File: src/rtl/mmc_pkg.sv
// ----------------------------------------------------------------------------
// mmc_pkg
// Shared widths, register indexes, reset values and the sequencer state type
// of the magnetometer min/max calibrator.
// ----------------------------------------------------------------------------
package mmc_pkg;

    localparam int RAW_W      = 16;
    localparam int RADIUS_W   = 15;
    localparam int CFG_DATA_W = 16;
    localparam int CFG_IDX_W  = 2;

    // Shared multiplier: 18-bit signed by 17-bit signed.
    localparam int MUL_A_W = RAW_W + 2;
    localparam int MUL_B_W = RAW_W + 1;
    localparam int PROD_W  = MUL_A_W + MUL_B_W;
    localparam int MAG2_W  = 2 * RAW_W;

    localparam int OFS_W   = RAW_W + 1;
    localparam int SCALE_W = 16;
    localparam int FRAC_W  = 15;
    localparam int TOTAL_W = RAW_W + 2;

    // Scale divider: (total << 15 + 3*span) / (6*span).
    localparam int DIV_NUM_W = TOTAL_W + FRAC_W + 1;
    localparam int DIV_DEN_W = RAW_W + 3;
    localparam int DIV_CNT_W = $clog2(DIV_NUM_W);

    localparam int STEP_W = 3;
    localparam int AXIS_W = 2;

    localparam logic [CFG_IDX_W-1:0] REG_SAMPLE_TARGET   = 2'd0;
    localparam logic [CFG_IDX_W-1:0] REG_MIN_AXIS_RADIUS = 2'd1;
    localparam logic [CFG_IDX_W-1:0] REG_MIN_VALID_MAG   = 2'd2;
    localparam logic [CFG_IDX_W-1:0] REG_MAX_VALID_MAG   = 2'd3;

    localparam logic [15:0]         RST_SAMPLE_TARGET = 16'd1000;
    localparam logic [RADIUS_W-1:0] RST_MIN_RADIUS    = 15'd50;
    localparam logic [15:0]         RST_MIN_MAG       = 16'd0;
    localparam logic [15:0]         RST_MAX_MAG       = 16'd56756;

    localparam logic [SCALE_W-1:0]     SCALE_ONE   = 16'd16384;
    localparam logic signed [RAW_W-1:0] AXIS_MIN_RST = 16'sh7FFF;
    localparam logic signed [RAW_W-1:0] AXIS_MAX_RST = 16'sh8000;

    localparam logic [STEP_W-1:0] MAG_LAST_STEP   = 3'd5;
    localparam logic [STEP_W-1:0] APPLY_LAST_STEP = 3'd3;
    localparam logic [AXIS_W-1:0] LAST_AXIS       = 2'd2;

    typedef enum logic [3:0] {
        ST_IDLE,
        ST_MAG,
        ST_UPDATE,
        ST_EVAL,
        ST_DIV_START,
        ST_DIV_WAIT,
        ST_APPLY,
        ST_OUT
    } t_state;

endpackage

File: src/rtl/mmc_mul.sv
// ----------------------------------------------------------------------------
// mmc_mul
// Shared signed multiplier with a registered product, used for the squared
// magnitude terms and for applying offset and scale to each axis.
// ----------------------------------------------------------------------------
module mmc_mul (
    input  logic                                i_clk,
    input  logic signed [mmc_pkg::MUL_A_W-1:0]  i_a,
    input  logic signed [mmc_pkg::MUL_B_W-1:0]  i_b,
    output logic signed [mmc_pkg::PROD_W-1:0]   o_prod
);
    import mmc_pkg::*;

    logic signed [PROD_W-1:0] r_prod;

    always_ff @(posedge i_clk) begin
        r_prod <= PROD_W'(i_a) * PROD_W'(i_b);
    end

    assign o_prod = r_prod;

endmodule

File: src/rtl/mmc_div.sv
// ----------------------------------------------------------------------------
// mmc_div
// Restoring radix-2 divider, one quotient bit per cycle. The quotient is
// saturated to the scale width. A zero divisor yields all ones.
// ----------------------------------------------------------------------------
module mmc_div (
    input  logic                               i_clk,
    input  logic                               i_rst_n,
    input  logic                               i_start,
    input  logic [mmc_pkg::DIV_NUM_W-1:0]      i_num,
    input  logic [mmc_pkg::DIV_DEN_W-1:0]      i_den,
    output logic                               o_done,
    output logic [mmc_pkg::SCALE_W-1:0]        o_quot
);
    import mmc_pkg::*;

    logic                   r_busy;
    logic                   r_done;
    logic [DIV_CNT_W-1:0]   r_cnt;
    logic [DIV_NUM_W-1:0]   r_num;
    logic [DIV_DEN_W-1:0]   r_den;
    logic [DIV_DEN_W-1:0]   r_rem;
    logic [DIV_NUM_W-1:0]   r_quot;

    logic [DIV_DEN_W:0]     c_rem_sh;
    logic                   c_ge;

    assign c_rem_sh = {r_rem, r_num[DIV_NUM_W-1]};
    assign c_ge     = c_rem_sh >= {1'b0, r_den};

    always_ff @(posedge i_clk) begin
        if (!i_rst_n) begin
            r_busy <= 1'b0;
            r_done <= 1'b0;
            r_cnt  <= '0;
        end else begin
            r_done <= 1'b0;
            if (i_start) begin
                r_busy <= 1'b1;
                r_cnt  <= '0;
            end else if (r_busy) begin
                r_cnt <= r_cnt + 1'b1;
                if (r_cnt == DIV_CNT_W'(DIV_NUM_W - 1)) begin
                    r_busy <= 1'b0;
                    r_done <= 1'b1;
                end
            end
        end
    end

    always_ff @(posedge i_clk) begin
        if (i_start) begin
            r_num  <= i_num;
            r_den  <= i_den;
            r_rem  <= '0;
            r_quot <= '0;
        end else if (r_busy) begin
            r_num  <= {r_num[DIV_NUM_W-2:0], 1'b0};
            r_quot <= {r_quot[DIV_NUM_W-2:0], c_ge};
            if (c_ge) begin
                r_rem <= DIV_DEN_W'(c_rem_sh - {1'b0, r_den});
            end else begin
                r_rem <= c_rem_sh[DIV_DEN_W-1:0];
            end
        end
    end

    assign o_done = r_done;
    assign o_quot = (r_quot[DIV_NUM_W-1:SCALE_W] != '0) ? '1 : r_quot[SCALE_W-1:0];

endmodule

File: src/rtl/magnetometer_minmax_calibrator_core.sv
// ----------------------------------------------------------------------------
// magnetometer_minmax_calibrator_core
// Hard and soft iron min/max calibration of a three-axis magnetometer.
//
// Input channel (i_in_valid / o_in_stall) carries either a raw sample
// (i_mode = 0) or a start-calibration command (i_mode = 1). Every item
// produces exactly one result on the output channel (o_out_valid /
// i_out_stall). A transfer happens when valid is high and stall is low.
// The block works on one item at a time; o_in_stall is high from the
// transfer until the result has been written to the output register.
// A start command goes straight to the output state. A sample sends five
// products and three offset/scale products through one shared multiplier.
// The sample that completes a calibration run also runs the scale divider
// once per axis. The result register is separate from the sequencer, so a
// new item is taken while a finished result waits; if the receiver keeps
// stalling, the next result waits in the sequencer and o_in_stall stays
// high. Configuration writes through i_cfg_we take effect at once and are
// meant only while the block is idle. Synchronous reset restores the
// register defaults and leaves the block uncalibrated and not collecting.
// ----------------------------------------------------------------------------
module magnetometer_minmax_calibrator_core (
    input  logic                                 i_clk,
    input  logic                                 i_rst_n,
    input  logic                                 i_cfg_we,
    input  logic [mmc_pkg::CFG_IDX_W-1:0]        i_cfg_index,
    input  logic [mmc_pkg::CFG_DATA_W-1:0]       i_cfg_data,
    input  logic                                 i_in_valid,
    output logic                                 o_in_stall,
    input  logic                                 i_mode,
    input  logic signed [mmc_pkg::RAW_W-1:0]     i_raw_x,
    input  logic signed [mmc_pkg::RAW_W-1:0]     i_raw_y,
    input  logic signed [mmc_pkg::RAW_W-1:0]     i_raw_z,
    output logic                                 o_out_valid,
    input  logic                                 i_out_stall,
    output logic signed [mmc_pkg::RAW_W-1:0]     o_field_x,
    output logic signed [mmc_pkg::RAW_W-1:0]     o_field_y,
    output logic signed [mmc_pkg::RAW_W-1:0]     o_field_z,
    output logic                                 o_sample_valid,
    output logic                                 o_is_calibrated,
    output logic                                 o_calibrating,
    output logic [15:0]                          o_samples_taken,
    output logic                                 o_range_rejected,
    output logic                                 o_calibration_done
);
    import mmc_pkg::*;

    // Configuration registers
    logic [15:0]          r_sample_target;
    logic [RADIUS_W-1:0]  r_min_radius;
    logic [15:0]          r_min_mag;
    logic [15:0]          r_max_mag;

    // Calibration state
    logic signed [RAW_W-1:0] r_axis_min [3];
    logic signed [RAW_W-1:0] r_axis_max [3];
    logic [15:0]             r_valid_count;
    logic signed [OFS_W-1:0] r_offset [3];
    logic [SCALE_W-1:0]      r_scale [3];
    logic                    r_collecting;
    logic                    r_calibrated;

    // Sequencer and working registers
    t_state                  r_state, n_state;
    logic [STEP_W-1:0]       r_step;
    logic [AXIS_W-1:0]       r_axis;
    logic signed [RAW_W-1:0] r_raw [3];
    logic signed [RAW_W-1:0] r_field [3];
    logic [MAG2_W-1:0]       r_mag;
    logic [MAG2_W-1:0]       r_lo2;
    logic [MAG2_W-1:0]       r_hi2;
    logic                    r_valid;
    logic                    r_go;
    logic                    r_rej;
    logic                    r_done;
    logic [TOTAL_W-1:0]      r_total;

    // Output register
    logic                    r_out_valid;
    logic signed [RAW_W-1:0] r_o_field [3];
    logic                    r_o_sample_valid;
    logic                    r_o_is_calibrated;
    logic                    r_o_calibrating;
    logic [15:0]             r_o_samples_taken;
    logic                    r_o_range_rejected;
    logic                    r_o_calibration_done;

    // Combinational signals
    logic                      c_in_accept;
    logic                      c_out_load;
    logic                      c_div_start;
    logic signed [MUL_A_W-1:0] c_mul_a;
    logic signed [MUL_B_W-1:0] c_mul_b;
    logic signed [PROD_W-1:0]  c_prod;
    logic                      c_div_done;
    logic [SCALE_W-1:0]        c_div_quot;
    logic [DIV_NUM_W-1:0]      c_div_num;
    logic [DIV_DEN_W-1:0]      c_div_den;
    logic [RAW_W-1:0]          c_span [3];
    logic [TOTAL_W-1:0]        c_total;
    logic                      c_small;
    logic                      c_mag_ok;
    logic                      c_reached;
    logic [TOTAL_W-1:0]        c_span3;
    logic [AXIS_W-1:0]         c_ax;
    logic [AXIS_W-1:0]         c_prev_ax;
    logic                      c_applied;

    function automatic logic signed [RAW_W-1:0] sat_field(
        input logic signed [PROD_W-1:0] p
    );
        logic signed [PROD_W-FRAC_W-1:0] q;
        logic signed [RAW_W-1:0]         res;
        q = p[PROD_W-1:FRAC_W];
        if (q[PROD_W-FRAC_W-1:RAW_W-1] == '0 || q[PROD_W-FRAC_W-1:RAW_W-1] == '1) begin
            res = q[RAW_W-1:0];
        end else if (q[PROD_W-FRAC_W-1]) begin
            res = {1'b1, {(RAW_W-1){1'b0}}};
        end else begin
            res = {1'b0, {(RAW_W-1){1'b1}}};
        end
        return res;
    endfunction

    mmc_mul u_mul (
        .i_clk  (i_clk),
        .i_a    (c_mul_a),
        .i_b    (c_mul_b),
        .o_prod (c_prod)
    );

    mmc_div u_div (
        .i_clk   (i_clk),
        .i_rst_n (i_rst_n),
        .i_start (c_div_start),
        .i_num   (c_div_num),
        .i_den   (c_div_den),
        .o_done  (c_div_done),
        .o_quot  (c_div_quot)
    );

    assign c_ax      = r_step[AXIS_W-1:0];
    assign c_prev_ax = AXIS_W'(r_step - 1'b1);
    assign c_applied = r_valid && r_calibrated;
    assign c_mag_ok  = (r_mag >= r_lo2) && (r_mag <= r_hi2);
    assign c_reached = r_valid_count >= r_sample_target;

    // Span of each axis, their sum, and the too-small test.
    always_comb begin
        logic signed [RAW_W:0] d;
        c_total = '0;
        c_small = 1'b0;
        for (int i = 0; i < 3; i++) begin
            d = {r_axis_max[i][RAW_W-1], r_axis_max[i]}
              - {r_axis_min[i][RAW_W-1], r_axis_min[i]};
            c_span[i] = (d > 0) ? d[RAW_W-1:0] : '0;
            c_total   = c_total + TOTAL_W'(c_span[i]);
            if ({1'b0, c_span[i]} < {r_min_radius, 1'b0}) begin
                c_small = 1'b1;
            end
        end
    end

    // Divider operands: (total << 15) + 3*span over 6*span, which rounds
    // half up the ratio (total/3) / span in Q2.14.
    assign c_span3   = {1'b0, c_span[r_axis], 1'b0} + {2'b00, c_span[r_axis]};
    assign c_div_den = {c_span3, 1'b0};
    assign c_div_num = {1'b0, r_total, {FRAC_W{1'b0}}} + DIV_NUM_W'(c_span3);

    // Next state
    always_comb begin
        n_state = r_state;
        unique case (r_state)
            ST_IDLE: begin
                if (c_in_accept) begin
                    n_state = i_mode ? ST_OUT : ST_MAG;
                end
            end
            ST_MAG: begin
                if (r_step == MAG_LAST_STEP) begin
                    n_state = ST_UPDATE;
                end
            end
            ST_UPDATE: n_state = ST_EVAL;
            ST_EVAL: begin
                if (r_go && c_reached && !c_small) begin
                    n_state = ST_DIV_START;
                end else begin
                    n_state = ST_APPLY;
                end
            end
            ST_DIV_START: n_state = ST_DIV_WAIT;
            ST_DIV_WAIT: begin
                if (c_div_done) begin
                    n_state = (r_axis == LAST_AXIS) ? ST_APPLY : ST_DIV_START;
                end
            end
            ST_APPLY: begin
                if (r_step == APPLY_LAST_STEP) begin
                    n_state = ST_OUT;
                end
            end
            ST_OUT: begin
                if (c_out_load) begin
                    n_state = ST_IDLE;
                end
            end
            default: n_state = ST_IDLE;
        endcase
    end

    // Sequencer outputs
    always_comb begin
        o_in_stall  = 1'b1;
        c_div_start = 1'b0;
        c_out_load  = 1'b0;
        c_mul_a     = '0;
        c_mul_b     = '0;
        unique case (r_state)
            ST_IDLE: o_in_stall = 1'b0;
            ST_MAG: begin
                case (r_step)
                    3'd0, 3'd1, 3'd2: begin
                        c_mul_a = MUL_A_W'(r_raw[c_ax]);
                        c_mul_b = MUL_B_W'(r_raw[c_ax]);
                    end
                    3'd3: begin
                        c_mul_a = {2'b00, r_min_mag};
                        c_mul_b = {1'b0, r_min_mag};
                    end
                    3'd4: begin
                        c_mul_a = {2'b00, r_max_mag};
                        c_mul_b = {1'b0, r_max_mag};
                    end
                    default: begin
                        c_mul_a = '0;
                        c_mul_b = '0;
                    end
                endcase
            end
            ST_DIV_START: c_div_start = 1'b1;
            ST_APPLY: begin
                if (r_step < APPLY_LAST_STEP) begin
                    c_mul_a = {r_raw[c_ax][RAW_W-1], r_raw[c_ax], 1'b0}
                            - {r_offset[c_ax][OFS_W-1], r_offset[c_ax]};
                    c_mul_b = {1'b0, r_scale[c_ax]};
                end
            end
            ST_OUT: c_out_load = !r_out_valid || !i_out_stall;
            default: begin
                o_in_stall = 1'b1;
            end
        endcase
    end

    assign c_in_accept = i_in_valid && !o_in_stall;

    // Control and calibration state
    always_ff @(posedge i_clk) begin
        if (!i_rst_n) begin
            r_state         <= ST_IDLE;
            r_step          <= '0;
            r_axis          <= '0;
            r_out_valid     <= 1'b0;
            r_sample_target <= RST_SAMPLE_TARGET;
            r_min_radius    <= RST_MIN_RADIUS;
            r_min_mag       <= RST_MIN_MAG;
            r_max_mag       <= RST_MAX_MAG;
            r_valid_count   <= '0;
            r_collecting    <= 1'b0;
            r_calibrated    <= 1'b0;
            for (int i = 0; i < 3; i++) begin
                r_axis_min[i] <= AXIS_MIN_RST;
                r_axis_max[i] <= AXIS_MAX_RST;
                r_offset[i]   <= '0;
                r_scale[i]    <= SCALE_ONE;
            end
        end else begin
            r_state <= n_state;

            if (i_cfg_we) begin
                unique case (i_cfg_index)
                    REG_SAMPLE_TARGET:   r_sample_target <= i_cfg_data;
                    REG_MIN_AXIS_RADIUS: r_min_radius    <= i_cfg_data[RADIUS_W-1:0];
                    REG_MIN_VALID_MAG:   r_min_mag       <= i_cfg_data;
                    REG_MAX_VALID_MAG:   r_max_mag       <= i_cfg_data;
                    default: ;
                endcase
            end

            if (c_out_load) begin
                r_out_valid <= 1'b1;
            end else if (!i_out_stall) begin
                r_out_valid <= 1'b0;
            end

            unique case (r_state)
                ST_IDLE: begin
                    r_step <= '0;
                    if (c_in_accept && i_mode) begin
                        r_calibrated  <= 1'b0;
                        r_collecting  <= 1'b1;
                        r_valid_count <= '0;
                        for (int i = 0; i < 3; i++) begin
                            r_axis_min[i] <= AXIS_MIN_RST;
                            r_axis_max[i] <= AXIS_MAX_RST;
                            r_offset[i]   <= '0;
                            r_scale[i]    <= SCALE_ONE;
                        end
                    end
                end
                ST_MAG: begin
                    r_step <= (r_step == MAG_LAST_STEP) ? '0 : r_step + 1'b1;
                end
                ST_UPDATE: begin
                    if (c_mag_ok && r_collecting) begin
                        for (int i = 0; i < 3; i++) begin
                            if (r_raw[i] < r_axis_min[i]) r_axis_min[i] <= r_raw[i];
                            if (r_raw[i] > r_axis_max[i]) r_axis_max[i] <= r_raw[i];
                        end
                        if (r_valid_count != '1) begin
                            r_valid_count <= r_valid_count + 1'b1;
                        end
                    end
                end
                ST_EVAL: begin
                    r_step <= '0;
                    r_axis <= '0;
                    if (r_go && c_reached) begin
                        if (c_small) begin
                            r_valid_count <= '0;
                            for (int i = 0; i < 3; i++) begin
                                r_axis_min[i] <= AXIS_MIN_RST;
                                r_axis_max[i] <= AXIS_MAX_RST;
                            end
                        end else begin
                            r_collecting <= 1'b0;
                            r_calibrated <= 1'b1;
                            for (int i = 0; i < 3; i++) begin
                                r_offset[i] <= {r_axis_max[i][RAW_W-1], r_axis_max[i]}
                                             + {r_axis_min[i][RAW_W-1], r_axis_min[i]};
                            end
                        end
                    end
                end
                ST_DIV_START: ;
                ST_DIV_WAIT: begin
                    if (c_div_done) begin
                        r_scale[r_axis] <= c_div_quot;
                        r_axis          <= r_axis + 1'b1;
                    end
                end
                ST_APPLY: begin
                    r_step <= r_step + 1'b1;
                end
                ST_OUT: ;
                default: ;
            endcase
        end
    end

    // Working payload registers
    always_ff @(posedge i_clk) begin
        unique case (r_state)
            ST_IDLE: begin
                if (c_in_accept) begin
                    r_raw[0] <= i_raw_x;
                    r_raw[1] <= i_raw_y;
                    r_raw[2] <= i_raw_z;
                    r_mag    <= '0;
                    r_rej    <= 1'b0;
                    r_done   <= 1'b0;
                    r_valid  <= 1'b0;
                    if (i_mode) begin
                        for (int i = 0; i < 3; i++) r_field[i] <= '0;
                    end else begin
                        r_field[0] <= i_raw_x;
                        r_field[1] <= i_raw_y;
                        r_field[2] <= i_raw_z;
                    end
                end
            end
            ST_MAG: begin
                // Each product lands in the cycle after its operands are issued.
                case (r_step)
                    3'd1, 3'd2, 3'd3: r_mag <= r_mag + c_prod[MAG2_W-1:0];
                    3'd4:             r_lo2 <= c_prod[MAG2_W-1:0];
                    3'd5:             r_hi2 <= c_prod[MAG2_W-1:0];
                    default: ;
                endcase
            end
            ST_UPDATE: begin
                r_valid <= c_mag_ok;
                r_go    <= c_mag_ok && r_collecting;
            end
            ST_EVAL: begin
                r_total <= c_total;
                if (r_go && c_reached) begin
                    r_rej  <= c_small;
                    r_done <= !c_small;
                end
            end
            ST_APPLY: begin
                if (r_step != '0 && c_applied) begin
                    r_field[c_prev_ax] <= sat_field(c_prod);
                end
            end
            default: ;
        endcase
    end

    // Output register
    always_ff @(posedge i_clk) begin
        if (c_out_load) begin
            for (int i = 0; i < 3; i++) r_o_field[i] <= r_field[i];
            r_o_sample_valid     <= r_valid;
            r_o_is_calibrated    <= c_applied;
            r_o_calibrating      <= r_collecting;
            r_o_samples_taken    <= r_valid_count;
            r_o_range_rejected   <= r_rej;
            r_o_calibration_done <= r_done;
        end
    end

    assign o_out_valid        = r_out_valid;
    assign o_field_x          = r_o_field[0];
    assign o_field_y          = r_o_field[1];
    assign o_field_z          = r_o_field[2];
    assign o_sample_valid     = r_o_sample_valid;
    assign o_is_calibrated    = r_o_is_calibrated;
    assign o_calibrating      = r_o_calibrating;
    assign o_samples_taken    = r_o_samples_taken;
    assign o_range_rejected   = r_o_range_rejected;
    assign o_calibration_done = r_o_calibration_done;

endmodule

File: config.mk
export PLATFORM = sky130hd
export DESIGN_NAME = magnetometer_minmax_calibrator_core
export DESIGN_NICKNAME = d
export VERILOG_FILES = /design/src/rtl/mmc_pkg.sv /design/src/rtl/mmc_mul.sv /design/src/rtl/mmc_div.sv /design/src/rtl/magnetometer_minmax_calibrator_core.sv
export SDC_FILE = /design/constraint.sdc
export NUM_CORES = 2
export LEC_CHECK = 0
export BUFFER_PORTS_ARGS = -buffer_cell sky130_fd_sc_hd__buf_2
export CAP_MARGIN = 40
export CORE_MARGIN = 4
export CORE_UTILIZATION = 35
export DETAILED_ROUTE_END_ITERATION = 8
export GPL_ROUTABILITY_DRIVEN = 0
export HOLD_SLACK_MARGIN = 0.15
export PLACE_DENSITY_LB_ADDON = 0.05
export SETUP_SLACK_MARGIN = 0.2
export SKIP_LAST_GASP = 1
export SLEW_MARGIN = 0
export SYNTH_ARGS = -nofsm -noshare
export SYNTH_HDL_FRONTEND = slang
export SYNTH_SLANG_ARGS = --single-unit
File: constraint.sdc
create_clock -name i_clk -period 9.8 [get_ports i_clk]
set_input_delay 0.49 -clock i_clk [delete_from_list [all_inputs] [get_ports i_clk]]
set_output_delay 0.49 -clock i_clk [all_outputs]
set_load 0.02 [all_outputs]
==> key figures <==
Timing
  – Crit share post-route: between 90% and 100%
  – RSZ-0062 raised after global routing: yes
  – Pins Over Slew Limit: 0
  – Clock Skew: about 0.06 ns
  – Setup WS post-layout: approximately 0.64 ns
  – Setup_tns: 0 ns
  – Tmin final: between 9 and 10 ns
  – Worst Max-Slew Pin Slew: 0.888 ns
  – Fmax: around 0.11 GHz
  – Final setup fails: 0
  – Relative slew slack: 39.3%
  – Hold Vio Cnt, Final: 0

Worst hold path
  – Hold path start: i_in_valid
  – Hold EP: r_done
  – Worst Hold Class: primary input to flip-flop
  – Hold path depth: 3

Floorplan
  – Initial core utilization: around a third
  – Die ar.: roughly 160,000 µm²
  – Core area: about 150,000 µm²
  – Die Width: between 400 and 500 µm
  – # rows: between 100 and 150
  – Die Ht: around 400 µm
  – # IOs: 143

GRT
  – First-pass GRT wire length: between 200,000 and 300,000 µm
  – Met3 GRT Util: about 2.5%
  – Number of global-route vias before repair: about 41,000
  – Met1 Usage GRT: between 20% and 30%
  – Largest net degree at the start of global routing: between 60 and 70
  – GR Overflow Total: 0
  – Global Route met2 Usage: 37.2%
  – Tot GR Track Use: 21.9%
  – Initial antenna violation count: 11
  – GR peak layer: met2

Routing
  – Drt drc: 0
  – Vias per cell: just over 5
  – Total vias in the final route: approximately 40,000
  – Drt total wl: between 150,000 and 200,000 µm
  – Drt wl/cell: 22.5 µm
  – Pre-antenna DRT Iters: 5
  – Post-DRT Antenna Nets: 0
  – Initial DRC Count: between 2,000 and 3,000

Power and ir drop
  – Cell Pwr Density: about 240 nW/µm²
  – P_leak: 27.1 nW
  – Worst VDD drop: 0.191 mV

Critical path
  – R2r setup slk: about 0.64 ns
  – Req. time, crit path: 10.42 ns
  – Path depth of the worst reg2reg path: 33
  – Crit path DAT: ~9.8 ns
  – Cell mode on critical path: fa_1
  – Critical path class: flip-flop to flip-flop
  – Max FO, Critical Path: 15
  – Crit path largest cell delay: between 0.5 and 0.6 ns
  – Reg-to-reg endpoint: u_mul.o_prod[30]
  – CP max stage cell: fa_1
  – CP startpoint kind: flip-flop
  – Crit end category: flip-flop

Yosys
  – Ys async rst share: 0%
  – Post-synth cell types: approximately 100
  – Area contributors post-synth: edfxtp_1, fa_1, ha_1
  – Synth Instances: 5,552
  – Post-synth EDFFs: between 500 and 600
  – Register bit total from synthesis: approximately 730
  – Syn avg cell area: a little under 10 µm²
  – Syn. warnings: 0
  – Syn_nets: between 6,000 and 7,000
  – Most used DFF post-synth: edfxtp_1
  – Seq/Total Area, Yosys: a little under two fifths
  – Area leader, netlist: edfxtp_1
  – Synth top area share: 30.2%
  – Cell Area, Synth: 54,400 µm²

CTS
  – Reg clk slew, reported paths: around 0.06 ns
  – CTS Sinks: ~730
  – TritonCTS Buffers: 92
  – Clock root buffer: clkbuf_16
  – CTS tree: built
  – Clk buf depth: 3
  – CTS H-tree lvls: 3
  – Later-pin clock latency in the skew report: between 0.7 and 0.8 ns

Final layout
  – Multi-input gate area: between 30,000 and 40,000 µm²
  – Storage element area: around 20,000 µm²
  – Share of cells above drive strength 1: under 10%
  – Final instance area: 61,900 µm²
  – FILL cells: around 15,000
  – Layout area overhead: 14.0%
  – Util after Layout: 40.2%
  – Fin nets: 6,707

Job
  – MaxCap Viol Count: 0

Placement
  – Placed inst area: between 50,000 and 60,000 µm²
  – Port bufs: 142
  – Worst slack, placed: 0.258 ns
  – DP HPWL: about 140,000 µm

Outcome
  – Outcome: finished, final reports clean
==> cell families (layout without fill, tap and decap cells) <==
| family | after synthesis | count (layout) | share of synthesized area [%] |
|---|---|---|---|
| adders and majority gates | 849 | 849 | 24.1 |
| muxes | 104 | 104 | 2.29 |
| xor gates and xnor gates | 213 | 213 | 3.43 |
| and+or+nand+nor | 1617 | 1617 | 13.4 |
| other | 2 | 4 | 0.0138 |
| buffers and inverters | 961 | 1275 | 6.80 |
| AOI/OAI and AO/OA | 1072 | 1072 | 12.9 |
| DFF | 734 | 734 | 37.1 |
==> report_power, final <==
part	internal [W]	switching, W	leakage, nW
sequential	0.00400	0.000464	6.64
combinational	0.00246	0.00438	18.9
clock	0.00208	0.00151	1.55
==> how the worst max path moves through the flow <==
stage | end | slack, ns | from
2_1_floorplan | u_mul.o_prod[30] | 0.26 | flip-flop
3_3_place_gp | u_mul.o_prod[31] | 0.33 | flip-flop
3_5_place_dp | u_mul.o_prod[29] | 0.26 | flip-flop
4_1_cts | u_mul.o_prod[29] | 0.31 | flip-flop
5_1_grt | u_mul.o_prod[29] | 0.19 | flip-flop
6_report | u_mul.o_prod[30] | 0.64 | flip-flop
==> cells in the final DEF (no fill, tap or decap), types with 94 or more instances in the layout <==
master | netlist | layout
clkbuf_16 | 0 | 94
o21ai_0 | 227 | 225
fa_1 | 333 | 332
dfxtp_1 | 188 | 185
a21oi_1 | 340 | 336
nor2_1 | 591 | 587
inv_1 | 767 | 765
buf_2 | 27 | 142
xnor2_1 | 154 | 153
nand2_1 | 515 | 514
a21o_1 | 112 | 109
ha_1 | 514 | 514
buf_4 | 4 | 110
edfxtp_1 | 546 | 546
==> flip-flops by register name (all words and copies together) (netlist names), 15 cells and up, named ones only <==
name and flops:
r_min_radius 15, u_div.r_rem 19, o_samples_taken 16, r_lo2 32
r_scale 64, r_min_mag 16, u_div.r_quot 34, r_offset 51
r_max_mag 16, r_field 48, r_o_field 48, u_mul.o_prod 35
r_valid_count 16, u_div.r_num 34, u_div.r_den 18, r_hi2 32
r_total 18, r_axis_min 48, r_mag 32, r_raw 48
r_axis_max 48, r_sample_target 16
==> metrics by stage <==
step                      cells  total power [W]  hold slack, ns
after floorplan            5552          0.00877           0.400
after global placement     7654           0.0113           0.401
after detailed placement   7672           0.0113           0.405
after CTS                  7909           0.0150           0.159
after global routing       7911           0.0159           0.213
final                      7912           0.0149           0.233
==> repair_timing <==
action	in CTS	in global routing
endpoints found under the setup margin	2	10
hold buffers	65	0
pin swaps	0	2
endpoints found under the hold margin	157	0
setup buffers	0	1
gates resized for setup	1	23
==> metal layers <==
layer	wire, µm	vias up
li1	-	19400
met3	6520	226
met1	80300	19900
met5	27	-
met4	5110	4
met2	85700	727
==> critical path, delay by kind of cell (launching register included) <==
family / cells / cell delay [ns]
AOI/OAI and AO/OA: 12 / 2.94
DFF: 1 / 0.43
muxes: 1 / 0.10
and+or+nand+nor: 6 / 1.23
adders and majority gates: 8 / 3.65
buffers and inverters: 4 / 0.41
xor gates and xnor gates: 2 / 0.28
==> Yosys cell counts (82+ instances only) <==
| master | number |
|---|---|
| inv_1 | 767 |
| nor2_1 | 591 |
| edfxtp_1 | 546 |
| nand2_1 | 515 |
| ha_1 | 514 |
| a21oi_1 | 340 |
| fa_1 | 333 |
| o21ai_0 | 227 |
| dfxtp_1 | 188 |
| xnor2_1 | 154 |
| clkbuf_1 | 137 |
| a21o_1 | 112 |
| mux2i_1 | 86 |
| nand3_1 | 82 |
==> cell type report <==
cell class / count / share of cell area (%)
Multi-Input combinational cell: 3857 / 49.5
Antenna cell: 2 / 0.00808
Clock buffer: 119 / 4.06
Inverter: 774 / 4.69
Tap cell: 2044 / 4.13
Clock inverter: 53 / 1.09
Timing Repair Buffer: 329 / 3.92
Sequential cell: 734 / 32.6
No activity file was read; power rests on OpenSTA's default activity.
